[src/rtl/core/hrkm_pkg.sv]
// Shared types, constants and key map ROM for the HID report to key matrix converter.
package hrkm_pkg;

    typedef struct packed {
        logic [7:0] modifier_bits;
        logic [7:0] key_code_1;
        logic [7:0] key_code_2;
        logic [7:0] key_code_3;
        logic [7:0] key_code_4;
        logic [7:0] key_code_5;
        logic [7:0] key_code_6;
    } hrkm_in_t;

    typedef struct packed {
        logic       write_valid;
        logic [6:0] switch_address;
        logic       switch_closed;
        logic       num_lock_led;
        logic       caps_lock_led;
        logic       activity_led;
        logic       last;
    } hrkm_out_t;

    typedef struct packed {
        logic main_valid;
        logic [6:0] main_addr;
        logic mod_valid;
        logic [6:0] mod_addr;
    } key_map_t;

    typedef struct packed {
        logic now;
        logic pressed;
        logic released;
    } key_edge_t;

    typedef enum logic [2:0] {
        ST_CLEAR,
        ST_IDLE,
        ST_SCAN,
        ST_EMIT_MOD,
        ST_EMIT_MAIN,
        ST_STATUS
    } state_t;

    localparam int         MAX_SLOTS  = 6;
    localparam logic [7:0] CAPS_CODE  = 8'h39;
    localparam logic [7:0] VK_ALT     = 8'h70;
    localparam logic [7:0] VK_CTRL    = 8'h71;
    localparam logic [7:0] VK_SHIFT   = 8'h72;
    localparam logic [7:0] VK_GUI     = 8'h73;
    localparam logic [7:0] MASK_ALT   = 8'h44;
    localparam logic [7:0] MASK_CTRL  = 8'h11;
    localparam logic [7:0] MASK_SHIFT = 8'h22;
    localparam logic [7:0] MASK_GUI   = 8'h88;
    localparam logic [7:0] MAPPED     = 8'h80;

    localparam int LED_NUM  = 0;
    localparam int LED_CAPS = 1;
    localparam int LED_ACT  = 2;

    function automatic logic [7:0] main_rom(input logic [7:0] code);
        logic [7:0] r;
        unique case (code)
            8'h04: r = MAPPED | 8'h10;
            8'h05: r = MAPPED | 8'h74;
            8'h06: r = MAPPED | 8'h03;
            8'h07: r = MAPPED | 8'h12;
            8'h08: r = MAPPED | 8'h22;
            8'h09: r = MAPPED | 8'h13;
            8'h0A: r = MAPPED | 8'h14;
            8'h0B: r = MAPPED | 8'h64;
            8'h0C: r = MAPPED | 8'h52;
            8'h0D: r = MAPPED | 8'h63;
            8'h0E: r = MAPPED | 8'h62;
            8'h0F: r = MAPPED | 8'h61;
            8'h10: r = MAPPED | 8'h72;
            8'h11: r = MAPPED | 8'h73;
            8'h12: r = MAPPED | 8'h51;
            8'h13: r = MAPPED | 8'h50;
            8'h14: r = MAPPED | 8'h20;
            8'h15: r = MAPPED | 8'h23;
            8'h16: r = MAPPED | 8'h11;
            8'h17: r = MAPPED | 8'h24;
            8'h18: r = MAPPED | 8'h53;
            8'h19: r = MAPPED | 8'h04;
            8'h1A: r = MAPPED | 8'h21;
            8'h1B: r = MAPPED | 8'h02;
            8'h1C: r = MAPPED | 8'h54;
            8'h1D: r = MAPPED | 8'h01;
            8'h1E: r = MAPPED | 8'h30;
            8'h1F: r = MAPPED | 8'h31;
            8'h20: r = MAPPED | 8'h32;
            8'h21: r = MAPPED | 8'h33;
            8'h22: r = MAPPED | 8'h34;
            8'h23: r = MAPPED | 8'h44;
            8'h24: r = MAPPED | 8'h43;
            8'h25: r = MAPPED | 8'h42;
            8'h26: r = MAPPED | 8'h41;
            8'h27: r = MAPPED | 8'h40;
            8'h28: r = MAPPED | 8'h60;
            8'h29: r = MAPPED | 8'h70;
            8'h2A: r = MAPPED | 8'h40;
            8'h2B: r = MAPPED | 8'h30;
            8'h2C: r = MAPPED | 8'h70;
            8'h2D: r = MAPPED | 8'h63;
            8'h2E: r = MAPPED | 8'h62;
            8'h30: r = MAPPED | 8'h61;
            8'h33: r = MAPPED | 8'h51;
            8'h34: r = MAPPED | 8'h50;
            8'h36: r = MAPPED | 8'h72;
            8'h37: r = MAPPED | 8'h73;
            8'h38: r = MAPPED | 8'h03;
            8'h39: r = MAPPED | 8'h31;
            8'h46: r = MAPPED | 8'h41;
            8'h4B: r = MAPPED | 8'h32;
            8'h4E: r = MAPPED | 8'h33;
            8'h4F: r = MAPPED | 8'h42;
            8'h50: r = MAPPED | 8'h34;
            8'h51: r = MAPPED | 8'h44;
            8'h52: r = MAPPED | 8'h43;
            8'h54: r = MAPPED | 8'h04;
            8'h56: r = MAPPED | 8'h52;
            8'h57: r = MAPPED | 8'h62;
            8'h58: r = MAPPED | 8'h60;
            8'h59: r = MAPPED | 8'h30;
            8'h5A: r = MAPPED | 8'h31;
            8'h5B: r = MAPPED | 8'h32;
            8'h5C: r = MAPPED | 8'h33;
            8'h5D: r = MAPPED | 8'h34;
            8'h5E: r = MAPPED | 8'h44;
            8'h5F: r = MAPPED | 8'h43;
            8'h60: r = MAPPED | 8'h42;
            8'h61: r = MAPPED | 8'h41;
            8'h62: r = MAPPED | 8'h40;
            8'h70: r = MAPPED | 8'h71;
            8'h71: r = MAPPED | 8'h00;
            8'h72: r = MAPPED | 8'h71;
            default: r = 8'h00;
        endcase
        return r;
    endfunction

    function automatic logic [7:0] mod_rom(input logic [7:0] code);
        logic [7:0] r;
        unique case (code)
            8'h29, 8'h2A, 8'h2B, 8'h39, 8'h46, 8'h4B, 8'h4E, 8'h4F,
            8'h50, 8'h51, 8'h52, 8'h70: r = MAPPED | 8'h00;
            8'h2D, 8'h2E, 8'h30, 8'h33, 8'h34, 8'h36, 8'h37, 8'h38,
            8'h54, 8'h56, 8'h57: r = MAPPED | 8'h71;
            default: r = 8'h00;
        endcase
        return r;
    endfunction

    function automatic key_map_t key_map(input logic [7:0] code);
        key_map_t   m;
        logic [7:0] a;
        logic [7:0] b;
        a = main_rom(code);
        b = mod_rom(code);
        m.main_valid = a[7];
        m.main_addr  = a[6:0];
        m.mod_valid  = b[7];
        m.mod_addr   = b[6:0];
        return m;
    endfunction

endpackage

[src/rtl/core/hrkm_key_match.sv]
// Per-code match unit: pressed state of the scanned code and its change against the last report.
module hrkm_key_match #(
    parameter int IDX_W        = 7,
    parameter int REPORT_SLOTS = 6
) (
    input  hrkm_pkg::hrkm_in_t  report,
    input  logic [IDX_W-1:0]    idx,
    input  logic                prev_bit,
    output hrkm_pkg::key_edge_t key_edge
);

    logic [7:0] code;
    logic [7:0] slots [hrkm_pkg::MAX_SLOTS];
    logic       slot_hit;
    logic       mod_hit;
    logic       now_bit;
    logic [7:0] mb;

    assign code     = 8'(idx);
    assign mb       = report.modifier_bits;
    assign slots[0] = report.key_code_1;
    assign slots[1] = report.key_code_2;
    assign slots[2] = report.key_code_3;
    assign slots[3] = report.key_code_4;
    assign slots[4] = report.key_code_5;
    assign slots[5] = report.key_code_6;

    always_comb begin
        slot_hit = 1'b0;
        for (int s = 0; s < REPORT_SLOTS; s++) begin
            if (slots[s] != 8'h00 && slots[s] == code) begin
                slot_hit = 1'b1;
            end
        end
    end

    assign mod_hit = (code == hrkm_pkg::VK_ALT   && |(mb & hrkm_pkg::MASK_ALT))
                  || (code == hrkm_pkg::VK_CTRL  && |(mb & hrkm_pkg::MASK_CTRL))
                  || (code == hrkm_pkg::VK_SHIFT && |(mb & hrkm_pkg::MASK_SHIFT))
                  || (code == hrkm_pkg::VK_GUI   && |(mb & hrkm_pkg::MASK_GUI));

    assign now_bit           = slot_hit || mod_hit;
    assign key_edge.now      = now_bit;
    assign key_edge.pressed  = now_bit && !prev_bit;
    assign key_edge.released = !now_bit && prev_bit;

endmodule

[src/rtl/core/hid_report_to_key_matrix.sv]
// Top level: scans the key codes of each report and emits crosspoint switch writes.
//
//   channel | dir | ports                          | transfer
//   --------+-----+--------------------------------+---------------------------------
//   s_      | in  | s_valid s_ready s_data         | one boot keyboard report
//   m_      | out | m_valid m_ready m_data         | one switch write or status item
//
// Each report gives W switch writes (up to 28) and one status item; the scan sequencer
// visits one code per cycle through a single match unit while no write is pending, and
// each write holds the sequencer in an emit state until the output register is free.
// s_ready is high only while the sequencer is idle.
// After reset a clearing pass over all KEY_CODES entries zeroes the pressed-key memory; LEDs and
// caps toggle reset at once. s_ready stays low during the pass.
// A stalled m_ready holds the sequencer in its emit state; results wait in the output register.
module hid_report_to_key_matrix #(
    parameter int KEY_CODES    = 128,
    parameter int REPORT_SLOTS = 6
) (
    input  logic                aclk,
    input  logic                aresetn,
    input  logic                s_valid,
    output logic                s_ready,
    input  hrkm_pkg::hrkm_in_t  s_data,
    output logic                m_valid,
    input  logic                m_ready,
    output hrkm_pkg::hrkm_out_t m_data
);

    localparam int             IDX_W    = $clog2(KEY_CODES);
    localparam logic [IDX_W-1:0] LAST_IDX = IDX_W'(KEY_CODES - 2);
    localparam logic [IDX_W-1:0] CLR_IDX  = IDX_W'(KEY_CODES - 1);

    hrkm_pkg::state_t    state_reg, state_next;
    logic [IDX_W-1:0]    idx_reg, idx_next;
    hrkm_pkg::hrkm_in_t  report_reg, report_next;
    logic                caps_toggle_reg, caps_toggle_next;
    logic [2:0]          led_reg, led_next;
    hrkm_pkg::key_map_t  map_reg, map_next;
    logic                closed_reg, closed_next;
    logic                m_valid_reg, m_valid_next;
    hrkm_pkg::hrkm_out_t m_data_reg, m_data_next;

    logic                prev_mem [KEY_CODES];
    logic                prev_q_reg;
    logic                prev_we;
    logic                prev_wdata;

    hrkm_pkg::key_edge_t key_edge;
    hrkm_pkg::key_map_t  map_cur;
    logic                out_free;
    logic [2:0]          led_upd;

    hrkm_key_match #(
        .IDX_W        (IDX_W),
        .REPORT_SLOTS (REPORT_SLOTS)
    ) u_match (
        .report   (report_reg),
        .idx      (idx_reg),
        .prev_bit (prev_q_reg),
        .key_edge (key_edge)
    );

    assign map_cur  = hrkm_pkg::key_map(8'(idx_reg));
    assign out_free = !m_valid_reg || m_ready;
    assign s_ready  = (state_reg == hrkm_pkg::ST_IDLE);
    assign m_valid  = m_valid_reg;
    assign m_data   = m_data_reg;

    // pressed-key memory; read data is ready for the code that the sequencer visits next
    always_ff @(posedge aclk) begin
        if (prev_we) begin
            prev_mem[idx_reg] <= prev_wdata;
        end
        prev_q_reg <= prev_mem[idx_next];
    end

    always_ff @(posedge aclk) begin
        if (!aresetn) begin
            state_reg       <= hrkm_pkg::ST_CLEAR;
            idx_reg         <= '0;
            caps_toggle_reg <= 1'b1;
            led_reg         <= '0;
            m_valid_reg     <= 1'b0;
        end else begin
            state_reg       <= state_next;
            idx_reg         <= idx_next;
            caps_toggle_reg <= caps_toggle_next;
            led_reg         <= led_next;
            m_valid_reg     <= m_valid_next;
        end
    end

    always_ff @(posedge aclk) begin
        report_reg <= report_next;
        map_reg    <= map_next;
        closed_reg <= closed_next;
        m_data_reg <= m_data_next;
    end

    always_comb begin
        state_next       = state_reg;
        idx_next         = idx_reg;
        report_next      = report_reg;
        caps_toggle_next = caps_toggle_reg;
        led_next         = led_reg;
        map_next         = map_reg;
        closed_next      = closed_reg;
        m_valid_next     = m_valid_reg && !m_ready;
        m_data_next      = m_data_reg;
        led_upd          = led_reg;
        prev_we          = 1'b0;
        prev_wdata       = 1'b0;

        unique case (state_reg)
            hrkm_pkg::ST_CLEAR: begin
                prev_we = 1'b1;
                if (idx_reg == CLR_IDX) begin
                    state_next = hrkm_pkg::ST_IDLE;
                end else begin
                    idx_next = idx_reg + 1'b1;
                end
            end
            hrkm_pkg::ST_IDLE: begin
                if (s_valid) begin
                    report_next = s_data;
                    idx_next    = '0;
                    state_next  = hrkm_pkg::ST_SCAN;
                end
            end
            hrkm_pkg::ST_SCAN: begin
                prev_we    = 1'b1;
                prev_wdata = key_edge.now;
                if (key_edge.pressed) begin
                    if (8'(idx_reg) == hrkm_pkg::CAPS_CODE) begin
                        led_upd[hrkm_pkg::LED_CAPS] = caps_toggle_reg;
                        caps_toggle_next            = !caps_toggle_reg;
                    end else begin
                        led_upd[hrkm_pkg::LED_NUM] = 1'b1;
                    end
                    led_upd[hrkm_pkg::LED_ACT] = 1'b1;
                    closed_next                = 1'b1;
                end else if (key_edge.released) begin
                    led_upd[hrkm_pkg::LED_NUM] = 1'b0;
                    led_upd[hrkm_pkg::LED_ACT] = 1'b0;
                    closed_next                = 1'b0;
                end
                led_next = led_upd;
                if ((key_edge.pressed || key_edge.released) && map_cur.main_valid) begin
                    map_next   = map_cur;
                    state_next = map_cur.mod_valid ? hrkm_pkg::ST_EMIT_MOD
                                                   : hrkm_pkg::ST_EMIT_MAIN;
                end else if (idx_reg == LAST_IDX) begin
                    state_next = hrkm_pkg::ST_STATUS;
                end else begin
                    idx_next = idx_reg + 1'b1;
                end
            end
            hrkm_pkg::ST_EMIT_MOD: begin
                if (out_free) begin
                    m_valid_next = 1'b1;
                    m_data_next  = '{write_valid: 1'b1, switch_address: map_reg.mod_addr,
                                     switch_closed: closed_reg,
                                     num_lock_led: led_reg[hrkm_pkg::LED_NUM],
                                     caps_lock_led: led_reg[hrkm_pkg::LED_CAPS],
                                     activity_led: led_reg[hrkm_pkg::LED_ACT],
                                     last: 1'b0};
                    state_next   = hrkm_pkg::ST_EMIT_MAIN;
                end
            end
            hrkm_pkg::ST_EMIT_MAIN: begin
                if (out_free) begin
                    m_valid_next = 1'b1;
                    m_data_next  = '{write_valid: 1'b1, switch_address: map_reg.main_addr,
                                     switch_closed: closed_reg,
                                     num_lock_led: led_reg[hrkm_pkg::LED_NUM],
                                     caps_lock_led: led_reg[hrkm_pkg::LED_CAPS],
                                     activity_led: led_reg[hrkm_pkg::LED_ACT],
                                     last: 1'b0};
                    if (idx_reg == LAST_IDX) begin
                        state_next = hrkm_pkg::ST_STATUS;
                    end else begin
                        idx_next   = idx_reg + 1'b1;
                        state_next = hrkm_pkg::ST_SCAN;
                    end
                end
            end
            hrkm_pkg::ST_STATUS: begin
                if (out_free) begin
                    m_valid_next = 1'b1;
                    m_data_next  = '{write_valid: 1'b0, switch_address: 7'h00,
                                     switch_closed: 1'b0,
                                     num_lock_led: led_reg[hrkm_pkg::LED_NUM],
                                     caps_lock_led: led_reg[hrkm_pkg::LED_CAPS],
                                     activity_led: led_reg[hrkm_pkg::LED_ACT],
                                     last: 1'b1};
                    state_next   = hrkm_pkg::ST_IDLE;
                end
            end
            default: begin
                state_next = hrkm_pkg::ST_IDLE;
            end
        endcase
    end

endmodule

[config.mk]
export PLATFORM = sky130hd
export DESIGN_NAME = hid_report_to_key_matrix
export DESIGN_NICKNAME = d
export VERILOG_FILES = /design/src/rtl/core/hrkm_pkg.sv /design/src/rtl/core/hrkm_key_match.sv /design/src/rtl/core/hid_report_to_key_matrix.sv
export SDC_FILE = /design/constraint.sdc
export NUM_CORES = 1
export LEC_CHECK = 0
export BUFFER_PORTS_ARGS = -buffer_cell sky130_fd_sc_hd__clkbuf_2
export CORE_UTILIZATION = 25
export CTS_CLUSTER_SIZE = 14
export DETAILED_ROUTE_END_ITERATION = 10
export MAX_ROUTING_LAYER = met4
export PLACE_DENSITY_LB_ADDON = 0.08
export RECOVER_POWER = 25
export SYNTH_ARGS = -nofsm -noshare
export SYNTH_HDL_FRONTEND = slang
export SYNTH_SLANG_ARGS = --single-unit
[constraint.sdc]
create_clock -name aclk -period 7.8 [get_ports aclk]
set_input_delay 1.56 -clock aclk [delete_from_list [all_inputs] [get_ports aclk]]
set_output_delay 1.56 -clock aclk [all_outputs]
set_load 0.005 [all_outputs]
==> flow_metrics.tcl, run 1 <==
set metrics [dict create \
    tightest_slew_ns 2.99 \
    vias_per_cell 4.94 \
    synth-compound-area-share_pct 15.3 \
    core_area_um2 44400 \
    synth.area.mux_share_pct 1.83 \
    finalSetupViolCount 0 \
    finalMaxSlewViolations 83 \
    grt_max_degree 74 \
    skew_ns 0.0197 \
    drive_above_1_share_pct 12.4 \
    antenna_found_initial 0 \
    clkTransAtPathRegs_ns 0.06 \
    ioPinCount 75 \
    area_growth_pct 16.6 \
    grt_first_pass_wirelength_mm 55.8 \
    syn_inst 1066 \
    hold_viol_final 0 \
    critical_path_class "reg2reg" \
    drc_errors 0 \
    io_buffer_count 73 \
    largest_reg_flops 128 \
    post-dp-hpwl_mm 23.8 \
    drtAntennaViolNets 0 \
    postCtsHoldBufs 0 \
    routed-via-count 8559 \
    hold_class "reg2reg" \
    fmax_mhz 158 \
    ys.warnings.count 0 \
    grt_pass1_vias 8523 \
    dr.first_iter.drc_count 621 \
    cts_max_level 1 \
    crit_path_start "idx_reg[0]" \
    ys_seq_area_share_pct 58.3 \
    synthSimpleGateAreaFrac_pct 16.3 \
    fp.dieArea_um2 46100 \
    diodes 0 \
    crit_required_ns 8.30 \
    numCtsBuffers 28 \
    critical_path.cell_chain "inv_1 > ha_1 > o21ai_0 > nand4_1 > nand2_1 > o211ai_1 > or3_1 > ha_1 > nand3b_1 > a22oi_2 > o221ai_1 > o32a_2 > buf_4 > a211oi_1 > nor2b_1 > a2111oi_0 > a211oi_1 > a2111oi_0 > o32a_1" \
    routed_wl_mm 37.0 \
    slowest_stage "dfxtp_1" \
    cp-start-kind "register" \
    rrSetupSlack_ns 1.45 \
    ys_ff_latch 227 \
    slew-limit-headroom_pct -99.1 \
    holdCritStartpoint "map_cur[8]" \
    fin_crit_ns 6.35 \
    drt_pass1_iterations 5 \
    dieWidth_um 215 \
    synthArstFlopShare_pct 0 \
    timing.rr.start "idx_reg[0]" \
    cts_setup_buffers 0 \
    die_h_um 215 \
    synth_cell_type_count 79 \
    power.density_nw_per_um2 218 \
    dp.cells 1684 \
    numClockSinks 227 \
    ir_worst_vdd_uv 141 \
    grt_overflow 0 \
    drv_cap 3 \
    routedWlPerCell_um 21.3 \
    layout.cells.non_filler 1733 \
    clk-insertion-delay-late_ns 0.57 \
    cp_top_family "compound AO/OA/AOI/OAI gates" \
    gp_congestion 0.873 \
    syn_nets 1140 \
    initial_utilization_pct 25.5 \
    postCtsResizedCells 0 \
    synth-adder-area-share_pct 1.64 \
    synth_top_family_by_area "simple AND/OR/NAND/NOR gates" \
    violations "capacitance limit, slew limit" \
    fin_nets 1196 \
    synthesis.area_um2 11300 \
    path_max_fanout 30 \
    final.setup.tns_ns 0 \
    worst_setup_path_end_kind "register" \
    cp.arrival_ns 6.85 \
    synth_xor_xnor_area_share_pct 2.87 \
    slowest_delay_ns 0.77 \
    clock-root-buffer "clkbuf_16" \
    fin_crit_sh_pct 81.4 \
    cts_tree "built" \
    synthFlopType "edfxtp_1" \
    synth_area_per_cell_um2 10.6 \
    track_usage_pct 16.3 \
    floorplan.rows 77 \
    p_leak_nw 4.29 \
    rsz0062_at_grt "false" \
    crit_buf_inv 2 \
    cts_buffer_depth 3 \
    status "complete, but fails checks" \
    synth_edf_count 204 \
]
==> worst paths after layout <==
check | endpoint | cells after the start
setup / recovery | prev_q_reg | 19
hold / removal | map_reg[8] | 0
setup reg to reg | prev_q_reg | 19
hold reg to reg | map_reg[8] | 0
==> power by group <==
group	total, mW	leakage [nW]	switching (mW)	internal, mW
Combinational	0.254	1.92	0.174	0.0794
Clock	1.30	0.445	0.524	0.773
Sequential	1.33	1.93	0.00894	1.32
==> cell usage in the layout, fill, tap and decap left out, types with 5 or more instances in the layout <==
cell,instances
a2111oi_0,7
a211oi_1,12
a21o_1,5
a21oi_1,73
a22oi_1,9
a31oi_1,11
a32oi_1,8
and2_1,5
and3_1,13
buf_4,22
clkbuf_1,22
clkbuf_16,30
clkbuf_2,61
clkinv_1,5
dfxtp_1,23
edfxtp_1,204
ha_1,14
inv_1,24
mux2i_1,18
nand2_1,118
nand3_1,38
nand4_1,8
nor2_1,172
nor2b_1,11
nor3_1,20
nor4_1,9
o2111ai_1,8
o211ai_1,9
o21ai_0,36
o221ai_1,6
o22ai_1,8
o31ai_1,5
xnor2_1,26
xor2_1,11
==> synth_stat cells, types with 13 or more instances <==
cell | count | area (um^2)
buf_2 | 15 | 75.1
mux2i_1 | 18 | 180
nand2_1 | 118 | 443
dfxtp_1 | 23 | 460
ha_1 | 14 | 175
nor2_1 | 173 | 649
a21oi_1 | 73 | 365
and3_1 | 13 | 81.3
edfxtp_1 | 204 | 6130
clkbuf_1 | 36 | 135
o21ai_0 | 36 | 180
buf_1 | 14 | 52.6
nand3_1 | 38 | 190
nor3_1 | 20 | 100
inv_1 | 24 | 90.1
xnor2_1 | 26 | 228
==> cell families after synthesis <==
logic type,Yosys count
and+or+nand+nor,418
other,1
xor gates and xnor gates,37
muxes,20
DFF,227
AOI/OAI and AO/OA,250
buffers and inverters,98
adders and majority gates,15
==> through the flow <==
step	utilization, %	instance area, um^2	hold slack [ns]	power, mW	worst slack (ns)
2_1_floorplan	-	11300	0.386	1.51	1.91
3_3_place_gp	27.7	12300	0.391	1.61	1.60
3_5_place_dp	27.7	12300	0.392	1.61	1.53
4_1_cts	29.8	13200	0.406	2.92	1.50
5_1_grt	29.7	13200	0.412	2.98	1.07
6_report	29.7	13200	0.402	2.88	1.45
==> cell type report <==
type	instances	area, um^2
Timing Repair Buffer	98	527
Fill cell	4602	31200
Clock buffer	38	791
Tap cell	592	741
Clock inverter	11	116
Multi-Input combinational cell	741	4330
Sequential cell	227	6590
Inverter	26	97.6
==> worst reg2reg max path, stage by stage, from the launching register on <==
cell and delay, ns:
dfxtp_1 0.77, inv_1 0.25, ha_1 0.36, o21ai_0 0.12, nand4_1 0.12, nand2_1 0.10
o211ai_1 0.08, or3_1 0.41, ha_1 0.39, nand3b_1 0.14, a22oi_2 0.09, o221ai_1 0.41
o32a_2 0.76, buf_4 0.48, a211oi_1 0.13, nor2b_1 0.17, a2111oi_0 0.36, a211oi_1 0.13
a2111oi_0 0.77, o32a_1 0.23
==> metal layers <==
metal / vias up / share of wire, % / GRT usage (%)
met5: - / 0 / -
met4: 0 / 1.9 / 3.55
met3: 45 / 3.6 / 1.93
met2: 202 / 47 / 26.7
met1: 4249 / 47 / 21.6
li1: 4063 / - / -
No activity file was read; power rests on OpenSTA's default activity.
==> inputs of run 2 (changes only) <==
clock period = 5.2 ns   (was 7.8 ns; I/O delays follow)
==> flow_metrics.tcl, run 2 (synthesis results as in run 1) <==
set metrics [dict create \
    io_buffer_count 73 \
    slew-limit-headroom_pct -1.94 \
    floorplan.rows 77 \
    drv_cap 1 \
    multiInputGateArea_um2 4370 \
    post-dp-hpwl_mm 25.6 \
    cts_max_level 1 \
    final_area_um2 13700 \
    initial_utilization_pct 25.5 \
    clk-insertion-delay-late_ns 0.56 \
    dieWidth_um 215 \
    drc_errors 0 \
    status "complete, but fails checks" \
    grt_pass1_vias 8885 \
    core_area_um2 44400 \
    antenna_found_initial 0 \
    largest_reg_flops 128 \
    rsz0062_at_grt "false" \
    grt_overflow 0 \
    worst_setup_path_end_kind "register" \
    routedWlPerCell_um 21.3 \
    drt_pass1_iterations 5 \
    track_usage_pct 16.7 \
    critical_path_class "reg2reg" \
    grt_max_degree 129 \
    critical_path.cell_chain "or4_1 > nor3_1 > nor3_1 > a21oi_1 > o211ai_1 > or3_1 > ha_4 > nand3b_1 > a22oi_2 > o221ai_2 > o32a_2 > buf_4 > mux2i_2 > a22oi_1 > and3_1 > a311o_1 > or4_1 > o32a_1" \
    dp.cells 1738 \
    crit_required_ns 5.63 \
    place_area_um2 12800 \
    violations "capacitance limit, slew limit" \
    tightest_slew_ns 1.53 \
    path_max_fanout 11 \
    clock-root-buffer "clkbuf_16" \
    drive_above_1_share_pct 17.0 \
    dr.first_iter.drc_count 758 \
    ioPinCount 75 \
    power.density_nw_per_um2 315 \
    area_growth_pct 21.2 \
    regArea_um2 6590 \
    gp_congestion 0.843 \
    routed-via-count 8817 \
    routed_wl_mm 38.1 \
    p_leak_nw 4.57 \
    ir_worst_vdd_uv 196 \
    fp.dieArea_um2 46100 \
    fin_crit_ns 4.91 \
    cp-start-kind "register" \
    skew_ns 0.0264 \
    final_common_cell "edfxtp_1" \
    setup_ws_ns 0.289 \
    die_h_um 215 \
    layout.cells.non_filler 1789 \
    cts_buffer_depth 3 \
    finalSetupViolCount 0 \
    fin_nets 1252 \
    fmax_mhz 204 \
    place_ws_ns 0.143 \
    cp.arrival_ns 5.34 \
    numCtsBuffers 27 \
    slowest_delay_ns 0.54 \
    layout_common_cells "edfxtp_1 (204), nor2_1 (172), nand2_1 (118)" \
    final.setup.tns_ns 0 \
    power_mw 4.32 \
    drtAntennaViolNets 0 \
    grt_first_pass_wirelength_mm 56.9 \
    finalMaxSlewViolations 10 \
    slowest_stage "or4_1" \
    fill_cells 4616 \
    cts_tree "built" \
    diodes 0 \
    numClockSinks 227 \
    hold_class "reg2reg" \
    clkTransAtPathRegs_ns 0.06 \
    fin_crit_sh_pct 94.4 \
    hold_viol_final 0 \
    vias_per_cell 4.93 \
]
[run 2: cell count changes in the layout (fill, tap and decap cells not counted), moves of 3 or more]
cell,previous run,this run
buf_12,0,6
dfxtp_2,0,3
dfxtp_1,23,20
clkbuf_1,22,28
clkbuf_2,61,57
buf_4,22,73
[run 2: worst paths after layout]
kind	endpoint	slack (ns)	startpoint	cells past startpoint
setup / recovery	prev_q_reg	0.29	report_reg[34]	18
hold / removal	map_reg[13]	0.41	map_cur[13]	0
setup reg to reg	prev_q_reg	0.29	report_reg[34]	18
hold reg to reg	map_reg[13]	0.41	map_cur[13]	0
[run 2: cell type report]
cell class / count / area share (%)
flip-flops and latches: 227 / 48.1
multi-input cells: 741 / 31.9
repair buffers: 155 / 7.63
clock buffers: 39 / 5.40
well taps: 592 / 5.40
clock inverters: 9 / 0.886
inverters: 26 / 0.712
[run 2: power breakdown]
part           total, mW  internal [mW]  switching, mW
clock network       1.89           1.13          0.758
registers           1.98           1.98        0.00565
logic              0.451          0.166          0.285
[run 2: worst max-delay path, delay by kind of cell (launching register included)]
family / cells / cell delay (ns)
fa+ha+maj: 1 / 0.26
mux: 1 / 0.20
flops: 1 / 0.39
buf+inv: 1 / 0.21
compound gates: 8 / 1.74
simple gates: 7 / 1.95
[run 2: metrics by stage]
| stage | utilization (%) | hold WS (ns) |
|---|---|---|
| finish | 30.9 | 0.408 |
| global route | 30.9 | 0.414 |
| CTS | 30.8 | 0.408 |
| detailed placement | 28.8 | 0.395 |
| global placement | 28.8 | 0.388 |
| floorplan | - | 0.386 |
[run 2: metal layers]
layer,vias up,part of all wire [%],track usage [%]
met4,0,2.6,5.24
met5,-,0,-
li1,4171,-,-
met2,247,47,26.4
met3,60,4.7,2.23
met1,4339,46,22.1
[run 2: repair_timing]
action | CTS | global route
endpoints found under the setup margin | 0 | 3
buffers inserted | 0 | 2
hold buffers | 0 | 0
resized for setup | 0 | 13
hold endpoints to repair | 0 | 0
